`config.mk`:
```
export PLATFORM = sky130hd
export DESIGN_NAME = sorted_key_table_flat
export DESIGN_NICKNAME = d
export VERILOG_FILES = /design/src/rtl/core/skt_pkg.sv /design/src/rtl/core/skt_ifs.sv /design/src/rtl/core/skt_cell.sv /design/src/rtl/core/skt_search.sv /design/src/rtl/core/sorted_key_table.sv /design/src/flat_wrapper.sv
export VERILOG_INCLUDE_DIRS = /design/src /design/src/rtl/core
export SDC_FILE = /design/constraint.sdc
export NUM_CORES = 2
export LEC_CHECK = 0
export BUFFER_PORTS_ARGS = -buffer_cell sky130_fd_sc_hd__buf_2
export CAP_MARGIN = 20
export CORE_ASPECT_RATIO = 1.1
export CORE_MARGIN = 1.5
export CORE_UTILIZATION = 50
export DETAILED_ROUTE_END_ITERATION = 10
export PLACE_DENSITY = 0.63
export SKIP_LAST_GASP = 1
export SLEW_MARGIN = 0
export SYNTH_ARGS = -nofsm -noshare
export SYNTH_HDL_FRONTEND = slang
export SYNTH_HIERARCHICAL = 1
export SYNTH_SLANG_ARGS = --single-unit
```
`constraint.sdc`:
```
create_clock -name i_clk -period 10.7 [get_ports i_clk]
set_input_delay 0.535 -clock i_clk [delete_from_list [all_inputs] [get_ports i_clk]]
set_output_delay 0.535 -clock i_clk [all_outputs]
set_load 0.05 [all_outputs]
```
`src/rtl/core/sorted_key_table_macros.svh`:
```
// ---------------------------------------------------------------------------
// sorted key table assertion macros
// Concurrent check wrappers used by the table's top-level RTL file.
// ---------------------------------------------------------------------------
`ifndef SORTED_KEY_TABLE_MACROS_SVH
`define SORTED_KEY_TABLE_MACROS_SVH

// consequent must hold in the same cycle as the antecedent
`define SKT_ASSERT_NOW(label, clk, rst_n, ante, cons) \
    label: assert property (@(posedge clk) disable iff (!(rst_n)) (ante) |-> (cons)) \
        else $error("sorted_key_table check failed");

// consequent must hold in the cycle after the antecedent
`define SKT_ASSERT_NEXT(label, clk, rst_n, ante, cons) \
    label: assert property (@(posedge clk) disable iff (!(rst_n)) (ante) |=> (cons)) \
        else $error("sorted_key_table check failed");

`endif

```
`src/rtl/core/skt_pkg.sv`:
```
// ---------------------------------------------------------------------------
// sorted key table package
// Field widths, command and state codes, and control bundles.
// ---------------------------------------------------------------------------
package skt_pkg;

    localparam int KEY_W     = 32;
    localparam int CMD_W     = 2;
    localparam int POS_W     = 5;
    localparam int IDX_OUT_W = 5;
    localparam int CNT_OUT_W = 5;

    typedef enum logic [CMD_W-1:0] {
        CMD_INSERT = 2'd0,
        CMD_REMOVE = 2'd1,
        CMD_LINEAR = 2'd2,
        CMD_BINARY = 2'd3
    } t_cmd;

    typedef enum logic [1:0] {
        ST_IDLE   = 2'd0,
        ST_EXEC   = 2'd1,
        ST_SEARCH = 2'd2,
        ST_DONE   = 2'd3
    } t_state;

    // broadcast to every cell of the chain
    typedef struct packed {
        logic                    insert_en;
        logic                    remove_en;
        logic                    capture_en;
        logic signed [KEY_W-1:0] key;
    } t_cell_ctl;

    // search unit control and status
    typedef struct packed {
        logic start;
        logic linear;
    } t_search_ctl;

    typedef struct packed {
        logic done;
        logic found;
    } t_search_stat;

endpackage

```
`src/rtl/core/skt_ifs.sv`:
```
// ---------------------------------------------------------------------------
// sorted key table channels
// Command and response channels with valid/ready handshake.
// ---------------------------------------------------------------------------
interface skt_cmd_if;
    logic                            valid;
    logic                            ready;
    logic [skt_pkg::CMD_W-1:0]       command;
    logic signed [skt_pkg::KEY_W-1:0] key;
    logic signed [skt_pkg::POS_W-1:0] position;

    modport source (output valid, output command, output key, output position, input ready);
    modport sink (input valid, input command, input key, input position, output ready);
endinterface

interface skt_rsp_if;
    logic                                 valid;
    logic                                 ready;
    logic                                 success;
    logic signed [skt_pkg::IDX_OUT_W-1:0] found_index;
    logic [skt_pkg::CNT_OUT_W-1:0]        entry_count;

    modport source (output valid, output success, output found_index, output entry_count,
                    input ready);
    modport sink (input valid, input success, input found_index, input entry_count,
                  output ready);
endinterface

```
`src/rtl/core/skt_cell.sv`:
```
// ---------------------------------------------------------------------------
// sorted key table cell
// One table entry: compares against the broadcast key, shifts up on insert,
// shifts down on remove, and captures its compare flags for a search.
// ---------------------------------------------------------------------------
module skt_cell (
    input  logic                             i_clk,
    input  skt_pkg::t_cell_ctl               i_ctl,
    input  logic                             i_valid,
    input  logic                             i_shift_down,
    input  logic signed [skt_pkg::KEY_W-1:0] i_left_key,
    input  logic                             i_left_lt,
    input  logic signed [skt_pkg::KEY_W-1:0] i_right_key,
    output logic signed [skt_pkg::KEY_W-1:0] o_key,
    output logic                             o_lt_now,
    output logic                             o_lt,
    output logic                             o_eq
);

    logic signed [skt_pkg::KEY_W-1:0] r_key;
    logic                             r_lt;
    logic                             r_eq;
    logic                             lt_now;
    logic                             eq_now;

    // compare held entry with the broadcast key
    always_comb begin
        lt_now = i_valid && (r_key < i_ctl.key);
        eq_now = i_valid && (r_key == i_ctl.key);
    end

    // entry update: insert shifts up, remove shifts down
    always_ff @(posedge i_clk) begin
        if (i_ctl.insert_en && !lt_now) begin
            r_key <= i_left_lt ? i_ctl.key : i_left_key;
        end else if (i_ctl.remove_en && i_shift_down) begin
            r_key <= i_right_key;
        end
    end

    // flags for the search unit
    always_ff @(posedge i_clk) begin
        if (i_ctl.capture_en) begin
            r_lt <= lt_now;
            r_eq <= eq_now;
        end
    end

    assign o_key    = r_key;
    assign o_lt_now = lt_now;
    assign o_lt     = r_lt;
    assign o_eq     = r_eq;

endmodule

```
`src/rtl/core/skt_search.sv`:
```
// ---------------------------------------------------------------------------
// sorted key table search unit
// Bisects over the captured compare flags, one probe per cycle. Linear mode
// finds the first equal entry, binary mode stops at the first probe hit.
// ---------------------------------------------------------------------------
module skt_search #(
    parameter int CAPACITY = 16
) (
    input  logic                         i_clk,
    input  logic                         i_rst_n,
    input  skt_pkg::t_search_ctl         i_ctl,
    input  logic [$clog2(CAPACITY+1)-1:0] i_count,
    input  logic [CAPACITY-1:0]          i_lt,
    input  logic [CAPACITY-1:0]          i_eq,
    output skt_pkg::t_search_stat        o_stat,
    output logic [$clog2(CAPACITY)-1:0]  o_index
);

    localparam int IW = $clog2(CAPACITY);
    localparam int CW = $clog2(CAPACITY+1);
    localparam logic signed [CW:0] ONE = 1;

    logic                 r_busy;
    logic                 r_done;
    logic                 r_linear;
    logic                 r_found;
    logic [IW-1:0]        r_idx;
    logic signed [CW:0]   r_lo;
    logic signed [CW:0]   r_hi;
    logic [CW:0]          sum;
    logic [CW-1:0]        mid;
    logic signed [CW:0]   mid_s;
    logic                 in_range;
    logic                 probe_lt;
    logic                 probe_eq;

    // midpoint probe
    always_comb begin
        in_range = (r_lo <= r_hi);
        sum      = {1'b0, r_lo[CW-1:0]} + {1'b0, r_hi[CW-1:0]};
        mid      = sum[CW:1];
        mid_s    = $signed({1'b0, mid});
        probe_lt = i_lt[mid[IW-1:0]];
        probe_eq = i_eq[mid[IW-1:0]];
    end

    // control of the probe loop
    always_ff @(posedge i_clk) begin
        if (!i_rst_n) begin
            r_busy <= 1'b0;
            r_done <= 1'b0;
        end else begin
            r_done <= 1'b0;
            if (i_ctl.start) begin
                r_busy <= 1'b1;
            end else if (r_busy) begin
                if (!in_range || (!r_linear && !probe_lt && probe_eq)) begin
                    r_busy <= 1'b0;
                    r_done <= 1'b1;
                end
            end
        end
    end

    // bounds and result
    always_ff @(posedge i_clk) begin
        if (i_ctl.start) begin
            r_linear <= i_ctl.linear;
            r_found  <= 1'b0;
            r_lo     <= '0;
            r_hi     <= $signed({1'b0, i_count}) - ONE;
        end else if (r_busy && in_range) begin
            if (probe_lt) begin
                r_lo <= mid_s + ONE;
            end else if (probe_eq) begin
                r_found <= 1'b1;
                r_idx   <= mid[IW-1:0];
                r_hi    <= mid_s - ONE;
            end else begin
                r_hi <= mid_s - ONE;
            end
        end
    end

    assign o_stat.done  = r_done;
    assign o_stat.found = r_found;
    assign o_index      = r_idx;

endmodule

```
`src/rtl/core/sorted_key_table.sv`:
```
// ---------------------------------------------------------------------------
// sorted key table
// Ascending table of signed keys with insert, remove, linear and binary search.
// ---------------------------------------------------------------------------
// The table is a row of CAPACITY cells, one key each. Insert and remove update
// every cell at once (each cell takes its own, its left or its right
// neighbor's value; insert picks by comparing with the request key, remove by
// the request position). A search first latches every cell's compare flags,
// then the search unit bisects over them at one probe per cycle until the
// range is empty, and a binary hit ends the loop early. One request is worked
// at a time; a finished response sits in an output register so the next
// request is taken while it waits. Entries above the count hold stale keys
// and are never reported; there is no clearing pass after reset.
// ---------------------------------------------------------------------------
`include "sorted_key_table_macros.svh"

module sorted_key_table #(
    parameter int CAPACITY = 16
) (
    input  logic         i_clk,
    input  logic         i_rst_n,
    skt_cmd_if.sink      i_cmd,
    skt_rsp_if.source    o_rsp
);

    localparam int IW = $clog2(CAPACITY);
    localparam int CW = $clog2(CAPACITY+1);
    localparam int XW = CW + skt_pkg::POS_W;

    skt_pkg::t_state                  r_state;
    skt_pkg::t_state                  n_state;
    skt_pkg::t_cmd                    r_cmd;
    logic signed [skt_pkg::KEY_W-1:0] r_key;
    logic [skt_pkg::POS_W-1:0]        r_pos;
    logic [CW-1:0]                    r_count;
    logic [CW-1:0]                    n_count;
    logic                             r_ok;
    logic [IW-1:0]                    r_idx;
    logic                             r_out_valid;
    logic                             r_success;
    logic [skt_pkg::IDX_OUT_W-1:0]    r_found_index;
    logic [skt_pkg::CNT_OUT_W-1:0]    r_entry_count;

    logic                  accept;
    logic                  exec;
    logic                  is_search;
    logic                  ins_ok;
    logic                  rem_ok;
    logic                  load_out;
    skt_pkg::t_cell_ctl    cell_ctl;
    skt_pkg::t_search_ctl  srch_ctl;
    skt_pkg::t_search_stat srch_stat;
    logic [IW-1:0]         srch_index;
    logic [IW+4:0]         idx_ext;
    logic [CW+4:0]         count_ext;

    logic signed [skt_pkg::KEY_W-1:0] cell_key [CAPACITY];
    logic [CAPACITY-1:0]              cell_lt_now;
    logic [CAPACITY-1:0]              flag_lt;
    logic [CAPACITY-1:0]              flag_eq;
    logic [CAPACITY-1:0]              lane_valid;
    logic [CAPACITY-1:0]              lane_shift;

    // request decode and control outputs
    always_comb begin
        accept    = i_cmd.valid && (r_state == skt_pkg::ST_IDLE);
        exec      = (r_state == skt_pkg::ST_EXEC);
        is_search = (r_cmd == skt_pkg::CMD_LINEAR) || (r_cmd == skt_pkg::CMD_BINARY);
        ins_ok    = (r_count < CW'(CAPACITY));
        rem_ok    = !r_pos[skt_pkg::POS_W-1]
                    && ({{CW{1'b0}}, r_pos} < {{skt_pkg::POS_W{1'b0}}, r_count});
        load_out  = (r_state == skt_pkg::ST_DONE) && (!r_out_valid || o_rsp.ready);

        cell_ctl.insert_en  = exec && (r_cmd == skt_pkg::CMD_INSERT) && ins_ok;
        cell_ctl.remove_en  = exec && (r_cmd == skt_pkg::CMD_REMOVE) && rem_ok;
        cell_ctl.capture_en = exec && is_search;
        cell_ctl.key        = r_key;

        srch_ctl.start  = exec && is_search;
        srch_ctl.linear = (r_cmd == skt_pkg::CMD_LINEAR);
    end

    // next state
    always_comb begin
        n_state = r_state;
        case (r_state)
            skt_pkg::ST_IDLE: begin
                if (accept) n_state = skt_pkg::ST_EXEC;
            end
            skt_pkg::ST_EXEC: begin
                n_state = is_search ? skt_pkg::ST_SEARCH : skt_pkg::ST_DONE;
            end
            skt_pkg::ST_SEARCH: begin
                if (srch_stat.done) n_state = skt_pkg::ST_DONE;
            end
            skt_pkg::ST_DONE: begin
                if (load_out) n_state = skt_pkg::ST_IDLE;
            end
            default: n_state = skt_pkg::ST_IDLE;
        endcase
    end

    // count update
    always_comb begin
        n_count = r_count;
        if (cell_ctl.insert_en) begin
            n_count = r_count + CW'(1);
        end else if (cell_ctl.remove_en) begin
            n_count = r_count - CW'(1);
        end
    end

    always_ff @(posedge i_clk) begin
        if (!i_rst_n) begin
            r_state <= skt_pkg::ST_IDLE;
            r_count <= '0;
        end else begin
            r_state <= n_state;
            r_count <= n_count;
        end
    end

    // request capture
    always_ff @(posedge i_clk) begin
        if (accept) begin
            r_cmd <= skt_pkg::t_cmd'(i_cmd.command);
            r_key <= i_cmd.key;
            r_pos <= i_cmd.position;
        end
    end

    // outcome of the current request
    always_ff @(posedge i_clk) begin
        if (exec && !is_search) begin
            r_ok <= (r_cmd == skt_pkg::CMD_INSERT) ? ins_ok : rem_ok;
        end else if (srch_stat.done) begin
            r_ok  <= srch_stat.found;
            r_idx <= srch_index;
        end
    end

    // row of cells
    for (genvar i = 0; i < CAPACITY; i++) begin : g_cell
        logic signed [skt_pkg::KEY_W-1:0] left_key;
        logic                             left_lt;
        logic signed [skt_pkg::KEY_W-1:0] right_key;

        assign lane_valid[i] = (CW'(i) < r_count);
        assign lane_shift[i] = (XW'(i) >= {{CW{1'b0}}, r_pos});

        if (i == 0) begin : g_first
            assign left_key = r_key;
            assign left_lt  = 1'b1;
        end else begin : g_inner
            assign left_key = cell_key[i-1];
            assign left_lt  = cell_lt_now[i-1];
        end

        if (i == CAPACITY-1) begin : g_last
            assign right_key = cell_key[i];
        end else begin : g_body
            assign right_key = cell_key[i+1];
        end

        skt_cell u_cell (
            .i_clk        (i_clk),
            .i_ctl        (cell_ctl),
            .i_valid      (lane_valid[i]),
            .i_shift_down (lane_shift[i]),
            .i_left_key   (left_key),
            .i_left_lt    (left_lt),
            .i_right_key  (right_key),
            .o_key        (cell_key[i]),
            .o_lt_now     (cell_lt_now[i]),
            .o_lt         (flag_lt[i]),
            .o_eq         (flag_eq[i])
        );
    end

    // bisection over the captured flags
    skt_search #(
        .CAPACITY (CAPACITY)
    ) u_search (
        .i_clk   (i_clk),
        .i_rst_n (i_rst_n),
        .i_ctl   (srch_ctl),
        .i_count (r_count),
        .i_lt    (flag_lt),
        .i_eq    (flag_eq),
        .o_stat  (srch_stat),
        .o_index (srch_index)
    );

    // response register
    assign idx_ext   = {5'b0, r_idx};
    assign count_ext = {5'b0, r_count};

    always_ff @(posedge i_clk) begin
        if (!i_rst_n) begin
            r_out_valid <= 1'b0;
        end else if (load_out) begin
            r_out_valid <= 1'b1;
        end else if (o_rsp.ready) begin
            r_out_valid <= 1'b0;
        end
    end

    always_ff @(posedge i_clk) begin
        if (load_out) begin
            r_success     <= r_ok;
            r_found_index <= (is_search && r_ok) ? idx_ext[4:0] : '1;
            r_entry_count <= count_ext[4:0];
        end
    end

    assign i_cmd.ready       = (r_state == skt_pkg::ST_IDLE);
    assign o_rsp.valid       = r_out_valid;
    assign o_rsp.success     = r_success;
    assign o_rsp.found_index = r_found_index;
    assign o_rsp.entry_count = r_entry_count;

    // checks
    `SKT_ASSERT_NEXT(a_insert_counts, i_clk, i_rst_n, cell_ctl.insert_en, r_count == $past(r_count) + CW'(1))
    `SKT_ASSERT_NEXT(a_search_keeps_count, i_clk, i_rst_n, srch_ctl.start, $stable(r_count))
    `SKT_ASSERT_NOW(a_done_in_search, i_clk, i_rst_n, srch_stat.done, r_state == skt_pkg::ST_SEARCH)

endmodule

```
`src/flat_wrapper.sv`:
```
// flat-port wrapper written by rule: the top's interface ports become plain ports
module sorted_key_table_flat 
#(
    parameter int CAPACITY = 16
)
  (i_clk, i_rst_n, i_cmd_valid, i_cmd_command, i_cmd_key, i_cmd_position, i_cmd_ready, o_rsp_valid, o_rsp_success, o_rsp_found_index, o_rsp_entry_count, o_rsp_ready);
  skt_cmd_if i_cmd_i ();
  skt_rsp_if o_rsp_i ();
  input  logic i_clk;
  input  logic i_rst_n;
  input wire logic [$bits(i_cmd_i.valid)-1:0] i_cmd_valid;
  input wire logic [$bits(i_cmd_i.command)-1:0] i_cmd_command;
  input wire logic [$bits(i_cmd_i.key)-1:0] i_cmd_key;
  input wire logic [$bits(i_cmd_i.position)-1:0] i_cmd_position;
  output wire logic [$bits(i_cmd_i.ready)-1:0] i_cmd_ready;
  output wire logic [$bits(o_rsp_i.valid)-1:0] o_rsp_valid;
  output wire logic [$bits(o_rsp_i.success)-1:0] o_rsp_success;
  output wire logic [$bits(o_rsp_i.found_index)-1:0] o_rsp_found_index;
  output wire logic [$bits(o_rsp_i.entry_count)-1:0] o_rsp_entry_count;
  input wire logic [$bits(o_rsp_i.ready)-1:0] o_rsp_ready;
  assign i_cmd_i.valid = i_cmd_valid;
  assign i_cmd_i.command = i_cmd_command;
  assign i_cmd_i.key = i_cmd_key;
  assign i_cmd_i.position = i_cmd_position;
  assign i_cmd_ready = i_cmd_i.ready;
  assign o_rsp_valid = o_rsp_i.valid;
  assign o_rsp_success = o_rsp_i.success;
  assign o_rsp_found_index = o_rsp_i.found_index;
  assign o_rsp_entry_count = o_rsp_i.entry_count;
  assign o_rsp_i.ready = o_rsp_ready;
  sorted_key_table #(.CAPACITY(CAPACITY)) u_core (.i_clk(i_clk), .i_rst_n(i_rst_n), .i_cmd(i_cmd_i), .o_rsp(o_rsp_i));
endmodule
```
==> Word level (Yosys, flattened, before mapping) <==
Index checks and enable logic that the tools add are counted.
{ "classes": {"bitwise_logic": 5, "n_eq_ne": 26, "n_lt_le_gt_ge": 51, "n_mux": 69, "addsub": 6, "n_reduce_logical": 129} }
{ "op_table": {"columns": ["cell", "count"], "rows": [
  ["2-to-1 mux 32 bit", 45],
  ["== test 32 bit", 16],
  ["< comparator 32 bit", 16],
  ["logical AND 1 bit", 76],
  ["< comparator 4 x 5 -> 1 bit (first input constant)", 8],
  ["nonzero test 2 bit", 19],
  ["greater-or-equal comparator 4 x 5 -> 1 bit (first input constant)", 7],
  ["zero test 1 bit", 22],
  ["greater-or-equal comparator 3 x 5 -> 1 bit (first input constant)", 4],
  ["< comparator 3 x 5 -> 1 bit (first input constant)", 4],
  ["2-to-1 mux 6 bit", 3],
  ["2-to-1 mux 5 bit", 3],
  ["2-to-1 mux 1 bit", 12],
  ["subtractor 5 x 1 -> 6 bit (second input constant)", 2],
  ["greater-or-equal comparator 1 x 5 -> 1 bit (first input constant)", 2],
  ["greater-or-equal comparator 2 x 5 -> 1 bit (first input constant)", 2],
  ["< comparator 1 x 5 -> 1 bit (first input constant)", 2],
  ["< comparator 2 x 5 -> 1 bit (first input constant)", 2],
  ["binary-select mux 1 bit (select 4 bit)", 2],
  ["== test 2 bit (second input constant)", 4],
  ["one-hot mux 2 bit (4 select lines)", 1],
  ["adder 5 x 1 -> 6 bit (second input constant)", 1],
  ["adder 5 x 5 -> 6 bit", 1],
  ["<= comparator 6 bit", 1],
  ["other kinds (16)", 31]
]} }
{ "totals": {"in_bits": 43, "output_inout_bits": 13, "reg_bits": 627, "wordCells": 353} }

==> Depth between registers and ports, before layout <==
{ "depth": {"depth_word": 10, "ltp_mapped": 16, "mapped_depth_nobuf": 12} }

==> Hierarchy <==
The synthesis kept the hierarchy.
{ "modules_own_cells": {"columns": ["mod", "n_inst", "area_each_um2", "cells_per_inst", "seq_area_each_um2"], "rows": [
  ["skt_cell", 16, 3228.1, 366, 1021.0],
  ["sorted_key_table", 1, 2617.5, 194, 1811.7],
  ["skt_search", 1, 1764.2, 192, 510.5]
]} }

==> Worst setup path after synthesis <==
OpenSTA, ideal clock, no wires.
{ "synth_timing": {"path_type": "register to register", "startpoint": "reg u_core.r_count[4]", "endpoint": "reg u_core.g_cell[0].u_cell.r_key (netlist bit u_core/g_cell[0].u_cell/o_key[0]) (enable)", "n_path_buf": 1, "setup_time_ns": 0.466, "stages_incl_launch_ff": 8, "slack_ns": 5.484, "t_arrival_ns": 4.750, "t_required_ns": 10.234, "period_less_slack_ns": 5.216, "path_cell_list": "dfxtp_1 -> clkbuf_1 -> inv_1 -> ha_1 -> a211o_1 -> a2111oi_0 -> a21oi_1 -> o21ai_0"} }
{ "synth_rtl": {"columns": ["item", "line", "rtl"], "rows": [
  ["from (decl)", "sorted_key_table.sv:35", "logic [CW-1:0] r_count;"],
  ["from (signal assigned)", "sorted_key_table.sv:119", "r_count <= n_count;"],
  ["to (signal assigned)", "skt_cell.sv:35", "r_key <= i_left_lt ? i_ctl.key : i_left_key;"],
  ["to (signal assigned)", "skt_cell.sv:37", "r_key <= i_right_key;"],
  ["to (decl)", "skt_cell.sv:20", "logic signed [skt_pkg::KEY_W-1:0] r_key;"]
]} }

==> Final worst setup path <==
{ "layout_timing": {"startpoint": "reg u_core.r_key (netlist bit u_core/g_cell[0].left_key[17])", "endpoint": "reg u_core.g_cell[12].u_cell.r_key (netlist bit u_core/g_cell[12].u_cell/o_key[4]), data pin"} }
{ "layout_via": {"elab_cells_between_ends": 8, "classes_between": "2 x order compare; 2 x mux; 4 x reduce/logical"} }
{ "layout_rtl": {"columns": ["item", "line", "rtl"], "rows": [
  ["from (decl)", "sorted_key_table.sv:33", "logic signed [skt_pkg::KEY_W-1:0] r_key;"],
  ["from (signal assigned)", "sorted_key_table.sv:127", "r_key <= i_cmd.key;"],
  ["< comparator 32 bit", "skt_cell.sv:28", "lt_now = i_valid && (r_key < i_ctl.key);"],
  ["logical AND 1 bit", "skt_cell.sv:28", null],
  ["via u_core.cell_lt_now[11]", "sorted_key_table.sv:58", "logic [CAPACITY-1:0] cell_lt_now;"],
  ["2-to-1 mux 32 bit", "skt_cell.sv:35", null],
  ["2-to-1 mux 32 bit", "skt_cell.sv:34", "if (i_ctl.insert_en && !lt_now) begin"],
  ["to (signal assigned)", "skt_cell.sv:35", null],
  ["to (signal assigned)", "skt_cell.sv:37", null],
  ["to (decl)", "skt_cell.sv:20", null]
]} }
The timed path passes the listed nets, and every way through them passes these cells.
A chain may end at the register's enable or synchronous reset.

==> impl_metrics.csv <==
group,metric,value,unit
run_status,outcome,"finished, final reports clean",
power,leakagePower,23.5,nW
sta,slew_headroom,23.0,%
finish,syn_to_final_growth,6.65,%
clock_tree,cts-root-buf,"clkbuf_16",
placement,dpl_cell_area,0.0570,mm2
placement,port-buffer-count,55,
clock_tree,ctsResizeCount,0,
finish,layout-drive-gt1-share,7.27,%
clock_tree,clock_path_buffers,3,
logic_synthesis,synth_edf_count,610,
logic_synthesis,synth-seq-cells,627,
logic_synthesis,yosys.area.top_type,"edfxtp_1",
die,core-area,0.111,mm2
power,p_total,14.1,mW
sta,min_period,5050,ps
setup_path,path_cells,"buf_4, inv_1, ha_1, a21o_1, a221o_1, a22oi_2, a41oi_1, nor3b_4, buf_4, and2_2, mux2i_1, nand2_1, o21ai_0, mux2i_1",
die,io_pins,56,
die,die-width,322,um
sta,skew,32.4,ps
drt,wl_per_cell,20.5,um
setup_path,cp_data_arrival_time,5420,ps
clock_tree,clk_pin_slew,60,ps
setup_path,cpPeakStageDelay,1020,ps
clock_tree,clkLatencyLatePin,670,ps
clock_tree,clkSinkCount,627,
logic_synthesis,ys.flop_type,"edfxtp_1",
global_route,grt_overflow,0,
sta,setup_tns,0,ps
logic_synthesis,ys_async_sr_fraction,0,%
finish,final_common_cell,"nand2_1",
setup_path,worst_ep_required_time,11070,ps
drt,drcViolationCount,0,
global_route,grt_pass1_vias,43246,
drt,drtAntennaViolNets,0,
finish,num-fill-cells,10003,
placement,gp_congestion,0.891,
setup_path,startpoint_type,"flop",
global_route,track_usage,27.1,%
logic_synthesis,synth_nets,6823,
die,core.rowCount,128,
finish,nNetsFinal,6705,
finish,final_core_util,53.8,%
global_route,grt_max_degree,219,
setup_path,critPathKind,"reg2reg",
finish,layout_common_cells,"nand2_1 (1118), o21ai_0 (1094), mux2i_1 (1036)",
clock_tree,numCtsBuffers,80,
global_route,grt_pass1_wl,245,mm
run,max_cap_violations,0,
sta,hold_viol_final,0,
logic_synthesis,seq_area_frac_synth,33.3,%
die,die_h,354,um
logic_synthesis,synth_top_area_share,32.7,%
drt,drt_wl_total,158,mm
setup_path,crit_fanout,34,
drt,drt_iter0_markers,3636,
power,peakVddDrop,241,uV
clock_tree,cts_max_level,3,
die,start_util,50.5,%
logic_synthesis,synth_area,0.0560,mm2
sta,max_freq,198,MHz
sta,slew_violations,0,
hold_path,hold_class,"in2reg",
setup_path,cpMaxStageDelayCell,"and2_2",
setup_path,crit_path_end_kind,"flop",
placement,dp_hpwl,114,mm
logic_synthesis,synthCells,6242,
logic_synthesis,synth_area_per_cell,8.98,um2
sta,rsz0062_at_grt,"false",
drt,via_count,45436,
finish,final_cell_area,0.0598,mm2
clock_tree,cts_tree,"done",
power,power_density,235,mW/mm2
logic_synthesis,synth.area.top_cells,"edfxtp_1 (33%), mux2i_1 (19%), ha_1 (12%)",
drt,drt_first_pass_iters,7,
logic_synthesis,yosys_warnings,6,
drt,via_per_inst,5.91,
die,die-area,0.114,mm2
global_route,antenna_found_initial,3,
sta,setup_viol,0,
sta,whs,45.3,ps
sta,max_slew.worst_pin.slew,1140,ps
sta,timing.final.crit_share,47.2,%
logic_synthesis,yosys.cell_types.count,74,
[per-stage QoR]
stage | instances | worst slack (ps)
final | 7686 | 5650
after global routing | 7685 | 5400
after CTS | 7674 | 5650
after detailed placement | 7526 | 5680
after global placement | 7523 | 5780
after floorplan | 6242 | 5480
[final cells by class]
class / instances / area, um2 / share of cell area, %
repair buffers: 166 / 1350 / 2.25
well taps: 1495 / 1870 / 3.13
diodes: 2 / 5.00 / 0.00837
inverters: 601 / 2260 / 3.77
multi-input cells: 4648 / 33200 / 55.5
clock inverters: 43 / 268 / 0.448
flip-flops and latches: 627 / 18700 / 31.2
clock buffers: 104 / 2180 / 3.64
[what timing repair did]
action | in CTS | in global routing
buffers inserted | 0 | 0
endpoints found under the hold margin | 1 | 0
hold buffers | 1 | 0
[synthesized netlist by cell type (all sizes together) (27+ instances only)]
cell,instances
a21o,66
a21oi,205
and2,37
and4,50
buf,180
clkbuf,186
edfxtp,610
ha,537
inv,601
mux2i,1036
nand2,1119
nand3,37
nand4,98
nor2,57
nor2b,27
o21ai,1112
[registers in the layout (all words and copies together) (netlist names), 5 cells and up]
| register | cells |
|---|---|
| u_core/o_rsp.entry_count | 5 |
| u_core/g_cell.u_cell/o_lt | 16 |
| u_core/o_rsp.found_index | 5 |
| u_core/g_cell.left_key | 32 |
| u_core/g_cell.u_cell/o_key | 512 |
| u_core/r_pos | 5 |
| u_core/r_count | 5 |
| u_core/u_search/r_hi | 6 |
| u_core/u_search/r_lo | 6 |
| u_core/g_cell.u_cell/o_eq | 16 |
[worst max-delay path, delay by kind of cell (launching register included)]
family	cells	cell delay, ps
buffers and inverters	3	970
adder cells (fa/ha/maj)	1	320
AND/OR/NAND/NOR	3	1380
multiplexers	2	440
flip-flops	1	320
AO/OA/AOI/OAI	5	1280
[power by group]
group	internal [mW]	switching, mW
Combinational	2.75	4.34
Clock	1.48	1.14
Sequential	3.78	0.588
Total	8.00	6.07
[metal layers]
layer  part of all wire (%)  up-vias  GRT usage [%]
met5                 0.0070        -              0
met4                    3.9        2           11.0
met3                    5.3      255           2.88
met2                     48     1390           46.3
met1                     43    21711           35.0
li1                       -    22078              -
[logic make-up after synthesis]
family | share of synthesized area (%)
buffers and inverters | 8.22
muxes | 18.7
DFF | 33.3
and+or+nand+nor | 12.3
adders and majority gates | 12.0
other | 0.00669
AOI/OAI and AO/OA | 15.3
xor gates and xnor gates | 0.141
[worst paths after layout]
| kind | end | start | depth (start not counted) | slack [ps] |
|---|---|---|---|---|
| max reg2reg | u_core/g_cell[12].u_cell/o_key[4]$_DFFE_PP_ | u_core/g_cell[0].left_key[17]$_DFFE_PP_ | 14 | 5650 |
| min | u_core/g_cell[0].left_key[0]$_DFFE_PP_ | i_cmd_key[0] | 1 | 50 |
| min reg2reg | u_core/r_idx[3]$_DFFE_PP_ | u_core/u_search/o_index[3]$_DFFE_PP_ | 0 | 420 |
| max | u_core/g_cell[12].u_cell/o_key[4]$_DFFE_PP_ | u_core/g_cell[0].left_key[17]$_DFFE_PP_ | 14 | 5650 |
No activity file was read; power rests on OpenSTA's default activity.
